**src/sv/sha256_hash_engine_core_defines.svh**
```systemverilog
// Assertion macros for the SHA-256 hash engine.
// Each macro checks one property on the rising edge of i_clk while reset is inactive.
`ifndef SHA256_HASH_ENGINE_CORE_DEFINES_SVH
`define SHA256_HASH_ENGINE_CORE_DEFINES_SVH

`ifndef SYNTHESIS
`define SHA_ASSERT_NOW(lbl, ante, cons) \
    lbl: assert property (@(posedge i_clk) disable iff (!i_rst_n) (ante) |-> (cons)) \
        else $error("sha256 check failed");
`define SHA_ASSERT_NEXT(lbl, ante, cons) \
    lbl: assert property (@(posedge i_clk) disable iff (!i_rst_n) (ante) |=> (cons)) \
        else $error("sha256 check failed");
`else
`define SHA_ASSERT_NOW(lbl, ante, cons)
`define SHA_ASSERT_NEXT(lbl, ante, cons)
`endif

`endif

```
**src/sv/sha256_pkg.sv**
```systemverilog
package sha256_pkg;

    // Sequencer states, one-hot.
    typedef enum logic [4:0] {
        S_IDLE  = 5'b00001,
        S_PAD   = 5'b00010,
        S_ROUND = 5'b00100,
        S_FOLD  = 5'b01000,
        S_OUT   = 5'b10000
    } t_state;

    localparam logic [31:0] PAD_MARKER = 32'h8000_0000;
    localparam logic [2:0]  FULL_BYTES = 3'd4;

    // Initial chaining value H0..H7.
    function automatic logic [31:0] init_hash(input logic [2:0] idx);
        logic [31:0] v;
        case (idx)
            3'd0:    v = 32'h6a09e667;
            3'd1:    v = 32'hbb67ae85;
            3'd2:    v = 32'h3c6ef372;
            3'd3:    v = 32'ha54ff53a;
            3'd4:    v = 32'h510e527f;
            3'd5:    v = 32'h9b05688c;
            3'd6:    v = 32'h1f83d9ab;
            default: v = 32'h5be0cd19;
        endcase
        return v;
    endfunction

    // Round constants K0..K63.
    function automatic logic [31:0] round_const(input logic [5:0] t);
        logic [31:0] k;
        case (t)
            6'd0:  k = 32'h428a2f98; 6'd1:  k = 32'h71374491;
            6'd2:  k = 32'hb5c0fbcf; 6'd3:  k = 32'he9b5dba5;
            6'd4:  k = 32'h3956c25b; 6'd5:  k = 32'h59f111f1;
            6'd6:  k = 32'h923f82a4; 6'd7:  k = 32'hab1c5ed5;
            6'd8:  k = 32'hd807aa98; 6'd9:  k = 32'h12835b01;
            6'd10: k = 32'h243185be; 6'd11: k = 32'h550c7dc3;
            6'd12: k = 32'h72be5d74; 6'd13: k = 32'h80deb1fe;
            6'd14: k = 32'h9bdc06a7; 6'd15: k = 32'hc19bf174;
            6'd16: k = 32'he49b69c1; 6'd17: k = 32'hefbe4786;
            6'd18: k = 32'h0fc19dc6; 6'd19: k = 32'h240ca1cc;
            6'd20: k = 32'h2de92c6f; 6'd21: k = 32'h4a7484aa;
            6'd22: k = 32'h5cb0a9dc; 6'd23: k = 32'h76f988da;
            6'd24: k = 32'h983e5152; 6'd25: k = 32'ha831c66d;
            6'd26: k = 32'hb00327c8; 6'd27: k = 32'hbf597fc7;
            6'd28: k = 32'hc6e00bf3; 6'd29: k = 32'hd5a79147;
            6'd30: k = 32'h06ca6351; 6'd31: k = 32'h14292967;
            6'd32: k = 32'h27b70a85; 6'd33: k = 32'h2e1b2138;
            6'd34: k = 32'h4d2c6dfc; 6'd35: k = 32'h53380d13;
            6'd36: k = 32'h650a7354; 6'd37: k = 32'h766a0abb;
            6'd38: k = 32'h81c2c92e; 6'd39: k = 32'h92722c85;
            6'd40: k = 32'ha2bfe8a1; 6'd41: k = 32'ha81a664b;
            6'd42: k = 32'hc24b8b70; 6'd43: k = 32'hc76c51a3;
            6'd44: k = 32'hd192e819; 6'd45: k = 32'hd6990624;
            6'd46: k = 32'hf40e3585; 6'd47: k = 32'h106aa070;
            6'd48: k = 32'h19a4c116; 6'd49: k = 32'h1e376c08;
            6'd50: k = 32'h2748774c; 6'd51: k = 32'h34b0bcb5;
            6'd52: k = 32'h391c0cb3; 6'd53: k = 32'h4ed8aa4a;
            6'd54: k = 32'h5b9cca4f; 6'd55: k = 32'h682e6ff3;
            6'd56: k = 32'h748f82ee; 6'd57: k = 32'h78a5636f;
            6'd58: k = 32'h84c87814; 6'd59: k = 32'h8cc70208;
            6'd60: k = 32'h90befffa; 6'd61: k = 32'ha4506ceb;
            6'd62: k = 32'hbef9a3f7; default: k = 32'hc67178f2;
        endcase
        return k;
    endfunction

    function automatic logic [31:0] big_sig0(input logic [31:0] x);
        return {x[1:0], x[31:2]} ^ {x[12:0], x[31:13]} ^ {x[21:0], x[31:22]};
    endfunction

    function automatic logic [31:0] big_sig1(input logic [31:0] x);
        return {x[5:0], x[31:6]} ^ {x[10:0], x[31:11]} ^ {x[24:0], x[31:25]};
    endfunction

    function automatic logic [31:0] small_sig0(input logic [31:0] x);
        return {x[6:0], x[31:7]} ^ {x[17:0], x[31:18]} ^ {3'b000, x[31:3]};
    endfunction

    function automatic logic [31:0] small_sig1(input logic [31:0] x);
        return {x[16:0], x[31:17]} ^ {x[18:0], x[31:19]} ^ {10'b0, x[31:10]};
    endfunction

endpackage

```
**src/sv/sha256_hash_engine_core.sv**
```systemverilog
// A non-final word that does not complete a block leaves the engine ready; the word that
// completes a block loads the working variables, then 64 rounds and a fold run before the
// next is taken. After the last word, 2 to 18 padding words and one or two compressions run,
// then the eight digest words leave one per accepted output transaction.
// A single round unit serves every round, so no word is taken while a block compresses.
// Reset (synchronous, active low) loads the initial hash values and empties the block.
`include "sha256_hash_engine_core_defines.svh"

module sha256_hash_engine_core
    import sha256_pkg::*;
(
    input  logic        i_clk,
    input  logic        i_rst_n,
    input  logic        i_in_valid,
    output logic        o_in_ready,
    input  logic [31:0] i_data_word,
    input  logic [2:0]  i_valid_bytes,
    input  logic        i_last,
    output logic        o_out_valid,
    input  logic        i_out_ready,
    output logic [31:0] o_digest_word,
    output logic [2:0]  o_word_index,
    output logic        o_last_word
);

    t_state      r_state;
    logic [31:0] r_chain [8];
    logic [31:0] r_wv [8];
    logic [31:0] r_win [16];
    logic [3:0]  r_blk_cnt;
    logic [63:0] r_bit_len;
    logic [5:0]  r_round;
    logic [2:0]  r_idx;
    logic        r_padding;
    logic        r_marker_pend;
    logic        r_hi_done;
    logic        r_lo_done;

    logic        in_acc;
    logic        out_acc;
    logic [2:0]  vb_clamp;
    logic [31:0] last_word_val;
    logic [31:0] pad_word;
    logic [31:0] sched_word;
    logic [31:0] round_word;
    logic [31:0] push_word;
    logic [31:0] t1;
    logic [31:0] t2;
    logic [31:0] ch_v;
    logic [31:0] maj_v;
    logic [63:0] len_add;

    assign in_acc  = i_in_valid & o_in_ready;
    assign out_acc = o_out_valid & i_out_ready;

    // Handshake and digest output.
    assign o_in_ready    = (r_state == S_IDLE);
    assign o_out_valid   = (r_state == S_OUT);
    assign o_digest_word = r_chain[r_idx];
    assign o_word_index  = r_idx;
    assign o_last_word   = (r_idx == 3'd7);

    // Byte count of the incoming word, with counts above four taken as full.
    assign vb_clamp = (i_valid_bytes > FULL_BYTES) ? FULL_BYTES : i_valid_bytes;

    // Final word: clear unused bytes and put the marker after the data, unless the word is full.
    always_comb begin
        case (vb_clamp)
            3'd0:    last_word_val = PAD_MARKER;
            3'd1:    last_word_val = {i_data_word[31:24], 24'h800000};
            3'd2:    last_word_val = {i_data_word[31:16], 16'h8000};
            3'd3:    last_word_val = {i_data_word[31:8], 8'h80};
            default: last_word_val = i_data_word;
        endcase
    end

    // Length increment in bits: a full word for non-final words, else eight per valid byte.
    assign len_add = (i_last) ? {58'd0, vb_clamp, 3'b000} : 64'd32;

    // Padding word: pending marker, zeros, then the 64-bit length in the last two slots.
    always_comb begin
        if (r_marker_pend) begin
            pad_word = PAD_MARKER;
        end else if (r_blk_cnt == 4'd14) begin
            pad_word = r_bit_len[63:32];
        end else if (r_blk_cnt == 4'd15 && r_hi_done) begin
            pad_word = r_bit_len[31:0];
        end else begin
            pad_word = 32'd0;
        end
    end

    // Message schedule expansion from the fixed taps of the window.
    assign sched_word = small_sig1(r_win[14]) + r_win[9] + small_sig0(r_win[1]) + r_win[0];
    assign round_word = (r_round < 6'd16) ? r_win[0] : sched_word;

    // Shared round unit.
    assign ch_v  = (r_wv[4] & r_wv[5]) ^ (~r_wv[4] & r_wv[6]);
    assign maj_v = (r_wv[0] & r_wv[1]) ^ (r_wv[0] & r_wv[2]) ^ (r_wv[1] & r_wv[2]);
    assign t1    = r_wv[7] + big_sig1(r_wv[4]) + ch_v + round_const(r_round) + round_word;
    assign t2    = big_sig0(r_wv[0]) + maj_v;

    // Word shifted into the schedule window this cycle.
    always_comb begin
        case (r_state)
            S_IDLE:  push_word = (i_last) ? last_word_val : i_data_word;
            S_PAD:   push_word = pad_word;
            default: push_word = round_word;
        endcase
    end

    // Schedule window: a shift line, loaded by message and pad words and rolled in rounds.
    always_ff @(posedge i_clk) begin
        if (in_acc || r_state == S_PAD || r_state == S_ROUND) begin
            for (int i = 0; i < 15; i++) begin
                r_win[i] <= r_win[i + 1];
            end
            r_win[15] <= push_word;
        end
    end

    // Working variables: loaded from the chain at block start, one round per cycle.
    always_ff @(posedge i_clk) begin
        if ((in_acc || r_state == S_PAD) && r_blk_cnt == 4'd15) begin
            for (int i = 0; i < 8; i++) begin
                r_wv[i] <= r_chain[i];
            end
        end else if (r_state == S_ROUND) begin
            r_wv[7] <= r_wv[6];
            r_wv[6] <= r_wv[5];
            r_wv[5] <= r_wv[4];
            r_wv[4] <= r_wv[3] + t1;
            r_wv[3] <= r_wv[2];
            r_wv[2] <= r_wv[1];
            r_wv[1] <= r_wv[0];
            r_wv[0] <= t1 + t2;
        end
    end

    // Sequencer, chaining state and length counter.
    always_ff @(posedge i_clk) begin
        if (!i_rst_n) begin
            r_state       <= S_IDLE;
            r_blk_cnt     <= 4'd0;
            r_bit_len     <= 64'd0;
            r_round       <= 6'd0;
            r_idx         <= 3'd0;
            r_padding     <= 1'b0;
            r_marker_pend <= 1'b0;
            r_hi_done     <= 1'b0;
            r_lo_done     <= 1'b0;
            for (int i = 0; i < 8; i++) begin
                r_chain[i] <= init_hash(3'(i));
            end
        end else begin
            case (r_state)
                S_IDLE: begin
                    if (in_acc) begin
                        r_blk_cnt <= r_blk_cnt + 4'd1;
                        r_bit_len <= r_bit_len + len_add;
                        r_round   <= 6'd0;
                        if (i_last) begin
                            r_padding     <= 1'b1;
                            r_marker_pend <= (vb_clamp == FULL_BYTES);
                        end
                        if (r_blk_cnt == 4'd15) begin
                            r_state <= S_ROUND;
                        end else if (i_last) begin
                            r_state <= S_PAD;
                        end
                    end
                end
                S_PAD: begin
                    r_blk_cnt <= r_blk_cnt + 4'd1;
                    r_round   <= 6'd0;
                    if (r_marker_pend) begin
                        r_marker_pend <= 1'b0;
                    end else if (r_blk_cnt == 4'd14) begin
                        r_hi_done <= 1'b1;
                    end else if (r_blk_cnt == 4'd15 && r_hi_done) begin
                        r_lo_done <= 1'b1;
                    end
                    if (r_blk_cnt == 4'd15) begin
                        r_state <= S_ROUND;
                    end
                end
                S_ROUND: begin
                    r_round <= r_round + 6'd1;
                    if (r_round == 6'd63) begin
                        r_state <= S_FOLD;
                    end
                end
                S_FOLD: begin
                    for (int i = 0; i < 8; i++) begin
                        r_chain[i] <= r_chain[i] + r_wv[i];
                    end
                    r_idx <= 3'd0;
                    if (r_lo_done) begin
                        r_state <= S_OUT;
                    end else if (r_padding) begin
                        r_state <= S_PAD;
                    end else begin
                        r_state <= S_IDLE;
                    end
                end
                S_OUT: begin
                    if (out_acc) begin
                        r_idx <= r_idx + 3'd1;
                        if (r_idx == 3'd7) begin
                            r_state       <= S_IDLE;
                            r_bit_len     <= 64'd0;
                            r_blk_cnt     <= 4'd0;
                            r_padding     <= 1'b0;
                            r_marker_pend <= 1'b0;
                            r_hi_done     <= 1'b0;
                            r_lo_done     <= 1'b0;
                            for (int i = 0; i < 8; i++) begin
                                r_chain[i] <= init_hash(3'(i));
                            end
                        end
                    end
                end
                default: begin
                    r_state <= S_IDLE;
                end
            endcase
        end
    end

    // The last round always hands over to the fold step.
    `SHA_ASSERT_NEXT(a_round_to_fold, (r_state == S_ROUND && r_round == 6'd63), (r_state == S_FOLD))
    // The digest is shown only after the length has gone into a full block.
    `SHA_ASSERT_NOW(a_out_after_len, (r_state == S_OUT), (r_blk_cnt == 4'd0 && r_lo_done))
    // A sixteenth message word starts a compression at round zero.
    `SHA_ASSERT_NEXT(a_block_starts, (in_acc && r_blk_cnt == 4'd15), (r_state == S_ROUND && r_round == 6'd0))
    // Taking the final digest word restarts with an empty message.
    `SHA_ASSERT_NEXT(a_restart, (out_acc && o_last_word), (r_state == S_IDLE && r_bit_len == 64'd0))

endmodule
```
**config.mk**
```make
export PLATFORM = sky130hd
export DESIGN_NAME = sha256_hash_engine_core
export DESIGN_NICKNAME = d
export VERILOG_FILES = /design/src/sv/sha256_pkg.sv /design/src/sv/sha256_hash_engine_core.sv
export VERILOG_INCLUDE_DIRS = /design/src /design/src/sv
export SDC_FILE = /design/constraint.sdc
export NUM_CORES = 2
export LEC_CHECK = 0
export ABC_CLOCK_PERIOD_IN_PS = 40900
export BUFFER_PORTS_ARGS = -buffer_cell sky130_fd_sc_hd__buf_2
export CORE_ASPECT_RATIO = 2
export CORE_MARGIN = 5
export CORE_UTILIZATION = 33
export CTS_CLUSTER_SIZE = 8
export DETAILED_ROUTE_END_ITERATION = 10
export PLACE_DENSITY = 0.49
export SLEW_MARGIN = 20
export SYNTH_ARGS = -nofsm -noshare
export SYNTH_HDL_FRONTEND = slang
export SYNTH_SLANG_ARGS = --single-unit
```
**constraint.sdc**
```tcl
create_clock -name i_clk -period 40.9 [get_ports i_clk]
set_clock_uncertainty 0.1 [all_clocks]
set_input_delay 8.18 -clock i_clk [delete_from_list [all_inputs] [get_ports i_clk]]
set_output_delay 8.18 -clock i_clk [all_outputs]
set_load 0.1 [all_outputs]
```
* Word level (Yosys, flattened, before mapping) *
Memory sizes are Yosys's and may differ from the RTL's. A register that Yosys moved wholly into a read port is not among the register bits.
Index checks and enable logic that the tools add are counted.

storage, ports and cells
  flip-flop bits (word level) = 86
  latch bits = 0
  memory bits (writable) = 1024
  memory bits (read-only) = 2048
  input port bits = 40
  output and inout port bits = 38
  word-level logic and storage cells = 253
  memories kept = 4

cells by class
  add/subtract/negate cells = 22
  multipliers = 0
  div/mod/pow operators = 0
  $lt $le $gt $ge = 2
  equal/unequal tests = 24
  shift operators = 0
  multiplexer cells = 130
  bitwise gates (word level) = 43
  reductions and logical operators = 19

memory list
  name              words  width  read ports  clocked after memory_dff  wr ports  RTL line                       source
  (name not given)  64     32     1           1                         0         sha256_pkg.sv:34               case (t)
  r_win             16     32     16          0                         16        sha256_hash_engine_core.sv:29  logic [31:0] r_win [16];
  r_chain           8      32     9           1                         8         sha256_hash_engine_core.sv:27  logic [31:0] r_chain [8];
  r_wv              8      32     8           0                         8         sha256_hash_engine_core.sv:28  logic [31:0] r_wv [8];

operators by type and width
  cell                                                   number
  2-to-1 mux 32 bit                                      69
  adder 32 bit                                           18
  XOR 32 bit                                             9
  2-to-1 mux 64 bit                                      3
  AND 32 bit                                             5
  case mux 32 bit (4 select lines)                       1
  case mux 64 bit (2 select lines)                       1
  adder 64 x 6 -> 64 bit                                 1
  case mux 32 bit (2 select lines)                       1
  2-to-1 mux 5 bit                                       8
  NOT 32 bit                                             1
  XOR 32 x 22 -> 32 bit                                  1
  XOR 32 x 29 -> 32 bit                                  1
  2-to-1 mux 1 bit                                       27
  case mux 5 bit (5 select lines)                        1
  2-to-1 mux 6 bit                                       4
  bitwise OR 1 bit                                       24
  case mux 6 bit (3 select lines)                        1
  AND reduction 5 bit                                    3
  2-to-1 mux 3 bit                                       4
  2-to-1 mux 4 bit                                       3
  case mux 4 bit (3 select lines)                        1
  AND reduction 6 bit                                    2
  inequality test 2 x 1 -> 1 bit, second input constant  5
  29 further kinds                                       46

* Logic depth before layout (Yosys ltp) *
An unclocked memory read counts as a cell.

  depth in word-level cells = 10
  gate-level depth with buffers = 50
  mapped depth without buffers = 50

* Worst setup path before layout *
No wires, ideal clock.

  path kind = in2reg
  from = input port i_in_valid
  to = memory r_wv[0][0], enable pin
  library setup time = 1.227 ns
  data arrival time = 26.594 ns
  required time = 39.573 ns
  setup slack = 12.979 ns
  stages on the path = 3
  path buffers = 0
  cell sequence = nor4bb_1 -> o21ai_1 -> o21ai_0

RTL lines
  item             RTL line                       source
  start, declared  sha256_hash_engine_core.sv:14  input logic i_in_valid,
  end, declared    sha256_hash_engine_core.sv:28

==> impl_metrics.yaml <==
run_status:
  status: "finished, final reports clean"
timing:
  hold_slack_ns: 0.256
  rsz0062_at_grt: "false"
  period_share_pct: 31.7
  hold_viol: 0
  tightest_slew_ns: 1.22
  final_max_slew_viol_count: 0
  finalCriticalPeriod_ns: 12.95
  slew-limit-headroom_pct: 17.8
  setup_tns_ns: 0
  max_freq_ghz: 0.0772
  setup_viol: 0
global_route:
  grt_antenna_before_repair: 7
  grt_usage_pct: 23.7
  use_met1_pct: 22.1
  grt.overflow.total: 0
  met3_usage_pct: 2.24
  grt.met2_usage_pct: 46.0
  grt-busiest-layer: "met2"
  grt_pass1_vias: 54464
  grt_pass1_wl_mm: 380
  grt_max_degree: 167
cts:
  post-cts-setup-buffers: 0
  cts_max_path_buffers: 4
  cts_resized: 0
  clk_pin_slew_ns: 0.05
  cts_tree: "yes"
  cts_root_buffer: "clkbuf_16"
  cts_max_level: 4
  postCtsHoldBufs: 0
  numCtsBuffers: 170
  cts_num_sinks: 1142
  clock_latency_ns: 0.85
cells_and_area:
  area_growth_pct: 12.1
  multi_input_area_um2: 35300
  nets: 7515
  regArea_um2: 31800
  n_fill_cell: 21094
  layout-drive-gt1-share_pct: 8.10
setup_path:
  ff2ff_path_depth: 46
  path_buf_inv: 7
  crit_path_frequent_cell: "buf_4"
  required_ns: 41.23
  startpoint_type: "input pin"
  worst_setup_path_end_kind: "flip-flop"
  cp_top_family: "buffers and inverters"
  cpPeakStageDelay_ns: 0.83
  reg2reg_to: "r_wv[0][31]$_DFFE_PP_"
  ff2ff_setup_slack_ns: 28.07
  setup.worst_path.class: "input pin to flip-flop"
  slowest_stage: "buf_4"
  arrival_ns: 13.28
  worstReg2RegStart: "r_win[1][211]$_DFFE_PP_"
  cp_max_fo: 166
  cp_cell_sequence: "buf_2 > nor4bb_1 > o21ai_1 > buf_4 > inv_8 > buf_4 > buf_4 > buf_4 > buf_4"
drt:
  dr.pass1.iters: 5
  post_drt_via_cell_ratio: 5.38
  routedWlPerCell_um: 27.7
  drtIter0Drc: 3407
  drc: 0
  vias: 52289
  ant_nets: 0
  routed_wirelength_mm: 269
worst_hold_path:
  min_path_cells: 0
  hold_start: "r_win[0][196]$_DFFE_PP_"
  hold_path_class: "flip-flop to flip-flop"
  whs_endpoint: "r_win[0][164]$_DFFE_PP_"
die:
  die_area_um2: 222000
  start_util_pct: 33.1
  rows: 239
  pin_count: 78
  die_w_um: 335
  coreArea_um2: 211000
  fp.dieH_um: 661
logic_synthesis:
  synth_area_leaders: "edfxtp_1 (38%), ha_1 (7.1%), dfxtp_1 (7.0%)"
  syn_area_um2: 69900
  synth_edf_count: 896
  ys.warnings.count: 0
  syn_nets: 7435
  async_flop_share_pct: 0
  ys_ff_latch: 1142
  avgSynthCellArea_um2: 10.3
  synthFlopType: "edfxtp_1"
  synth_top_cell_area_share_pct: 38.5
  yosysSeqAreaShare_pct: 45.5
  syn_inst: 6803
  synthTopCellsByCount: "nand2_1 (1,048), edfxtp_1 (896), inv_1 (470)"
  post-synth-top-count-cell: "nand2_1"
  synth_cell_types: 96
  synth_top_area_cell: "edfxtp_1"
placement:
  dpl.hpwl_mm: 208
  io_buffers: 77
  place.gp.congestion: 0.928
power:
  p_leak_nw: 30.7
  max-vdd-ir-drop_v: 0.0000874
  p_per_area_nw_per_um2: 92.4
job:
  cap_violations: 0
how the worst max path moves through the flow:
stage | endpoint | cells after the start | slack [ns] | from
detailed placement | r_win[0][125]$_DFFE_PP_ | 9 | 27.03 | i_in_valid
global placement | r_win[0][221]$_DFFE_PP_ | 9 | 27.20 | i_in_valid
floorplan | r_wv[0][0]$_DFFE_PP_ | 3 | 12.98 | i_in_valid
CTS | r_win[1][93]$_DFFE_PP_ | 9 | 27.98 | i_in_valid
finish | r_win[1][158]$_DFFE_PP_ | 9 | 27.95 | i_in_valid
global route | r_wv[0][31]$_DFFE_PP_ | 46 | 27.55 | r_win[1][211]$_DFFE_PP_
flip-flops by register name (all words and copies together), names as in the netlist, named ones only:
name,flops
r_marker_pend,1
r_round,6
o_word_index,3
r_state,5
r_bit_len,61
r_lo_done,1
r_wv,256
r_padding,1
r_hi_done,1
r_blk_cnt,4
r_win,512
r_chain,256
metrics by stage:
stage,power [mW],util [%],instance area (um^2),std cells,setup slack (ns)
after detailed placement,5.91,34.9,73700,9481,27.03
after floorplan,4.76,-,69900,6803,12.98
final,7.24,37.1,78400,9721,27.95
after global routing,7.74,37.1,78400,9721,27.55
after global placement,5.89,34.9,73700,9481,27.20
after CTS,7.27,37.1,78400,9719,27.98
layout by cell type, fill, tap and decap left out, types with 71 or more instances in the layout:
| master | count |
|---|---|
| xor2_1 | 256 |
| edfxtp_1 | 896 |
| inv_1 | 467 |
| nor3_1 | 99 |
| fa_1 | 196 |
| a21o_1 | 204 |
| buf_4 | 124 |
| a21oi_1 | 445 |
| nand2_1 | 1044 |
| ha_1 | 396 |
| nand3_1 | 131 |
| dfxtp_1 | 243 |
| o21ai_0 | 368 |
| xnor2_1 | 348 |
| nand2b_1 | 71 |
| clkbuf_16 | 174 |
| nor2_1 | 354 |
| buf_2 | 77 |
power by group:
| part | internal [mW] | switching (mW) |
|---|---|---|
| clock | 0.768 | 0.531 |
| sequential | 1.57 | 0.156 |
| combinational | 1.63 | 2.59 |
cells by family (layout without fill, tap and decap cells):
| logic type | after synthesis | count (layout) | synth area share (%) |
|---|---|---|---|
| simple gates | 1963 | 1963 | 12.3 |
| compound gates | 1582 | 1582 | 14.4 |
| flops | 1142 | 1142 | 45.5 |
| buf+inv | 769 | 915 | 4.15 |
| xor+xnor | 604 | 604 | 7.57 |
| fa+ha+maj | 597 | 597 | 12.8 |
| mux | 146 | 146 | 3.30 |
| other cells | 0 | 1 | 0 |
worst reg2reg max path: cells and delay by family, from the launching register on:
family / cells / cell delay [ns]
buffers and inverters: 7 / 0.57
and+or+nand+nor: 5 / 1.11
xor gates and xnor gates: 6 / 1.93
DFF: 1 / 0.46
adders and majority gates: 9 / 3.69
AOI/OAI and AO/OA: 19 / 4.64
final cells by class:
type                            count  share of cell area, %
Timing Repair Buffer              204                   1.76
Inverter                          473                   2.28
Multi-Input combinational cell   4892                   45.0
Clock buffer                      233                   5.86
Tap cell                         2771                   4.42
Clock inverter                      5                 0.0591
Sequential cell                  1142                   40.6
Antenna cell                        1                0.00319
layer usage:
metal | wire length [um] | vias to the layer above
li1 | - | 24229
met1 | 87700 | 26047
met2 | 147000 | 1361
met3 | 7690 | 652
met4 | 26900 | 0
met5 | 0 | -
No activity file was read; power rests on OpenSTA's default activity.
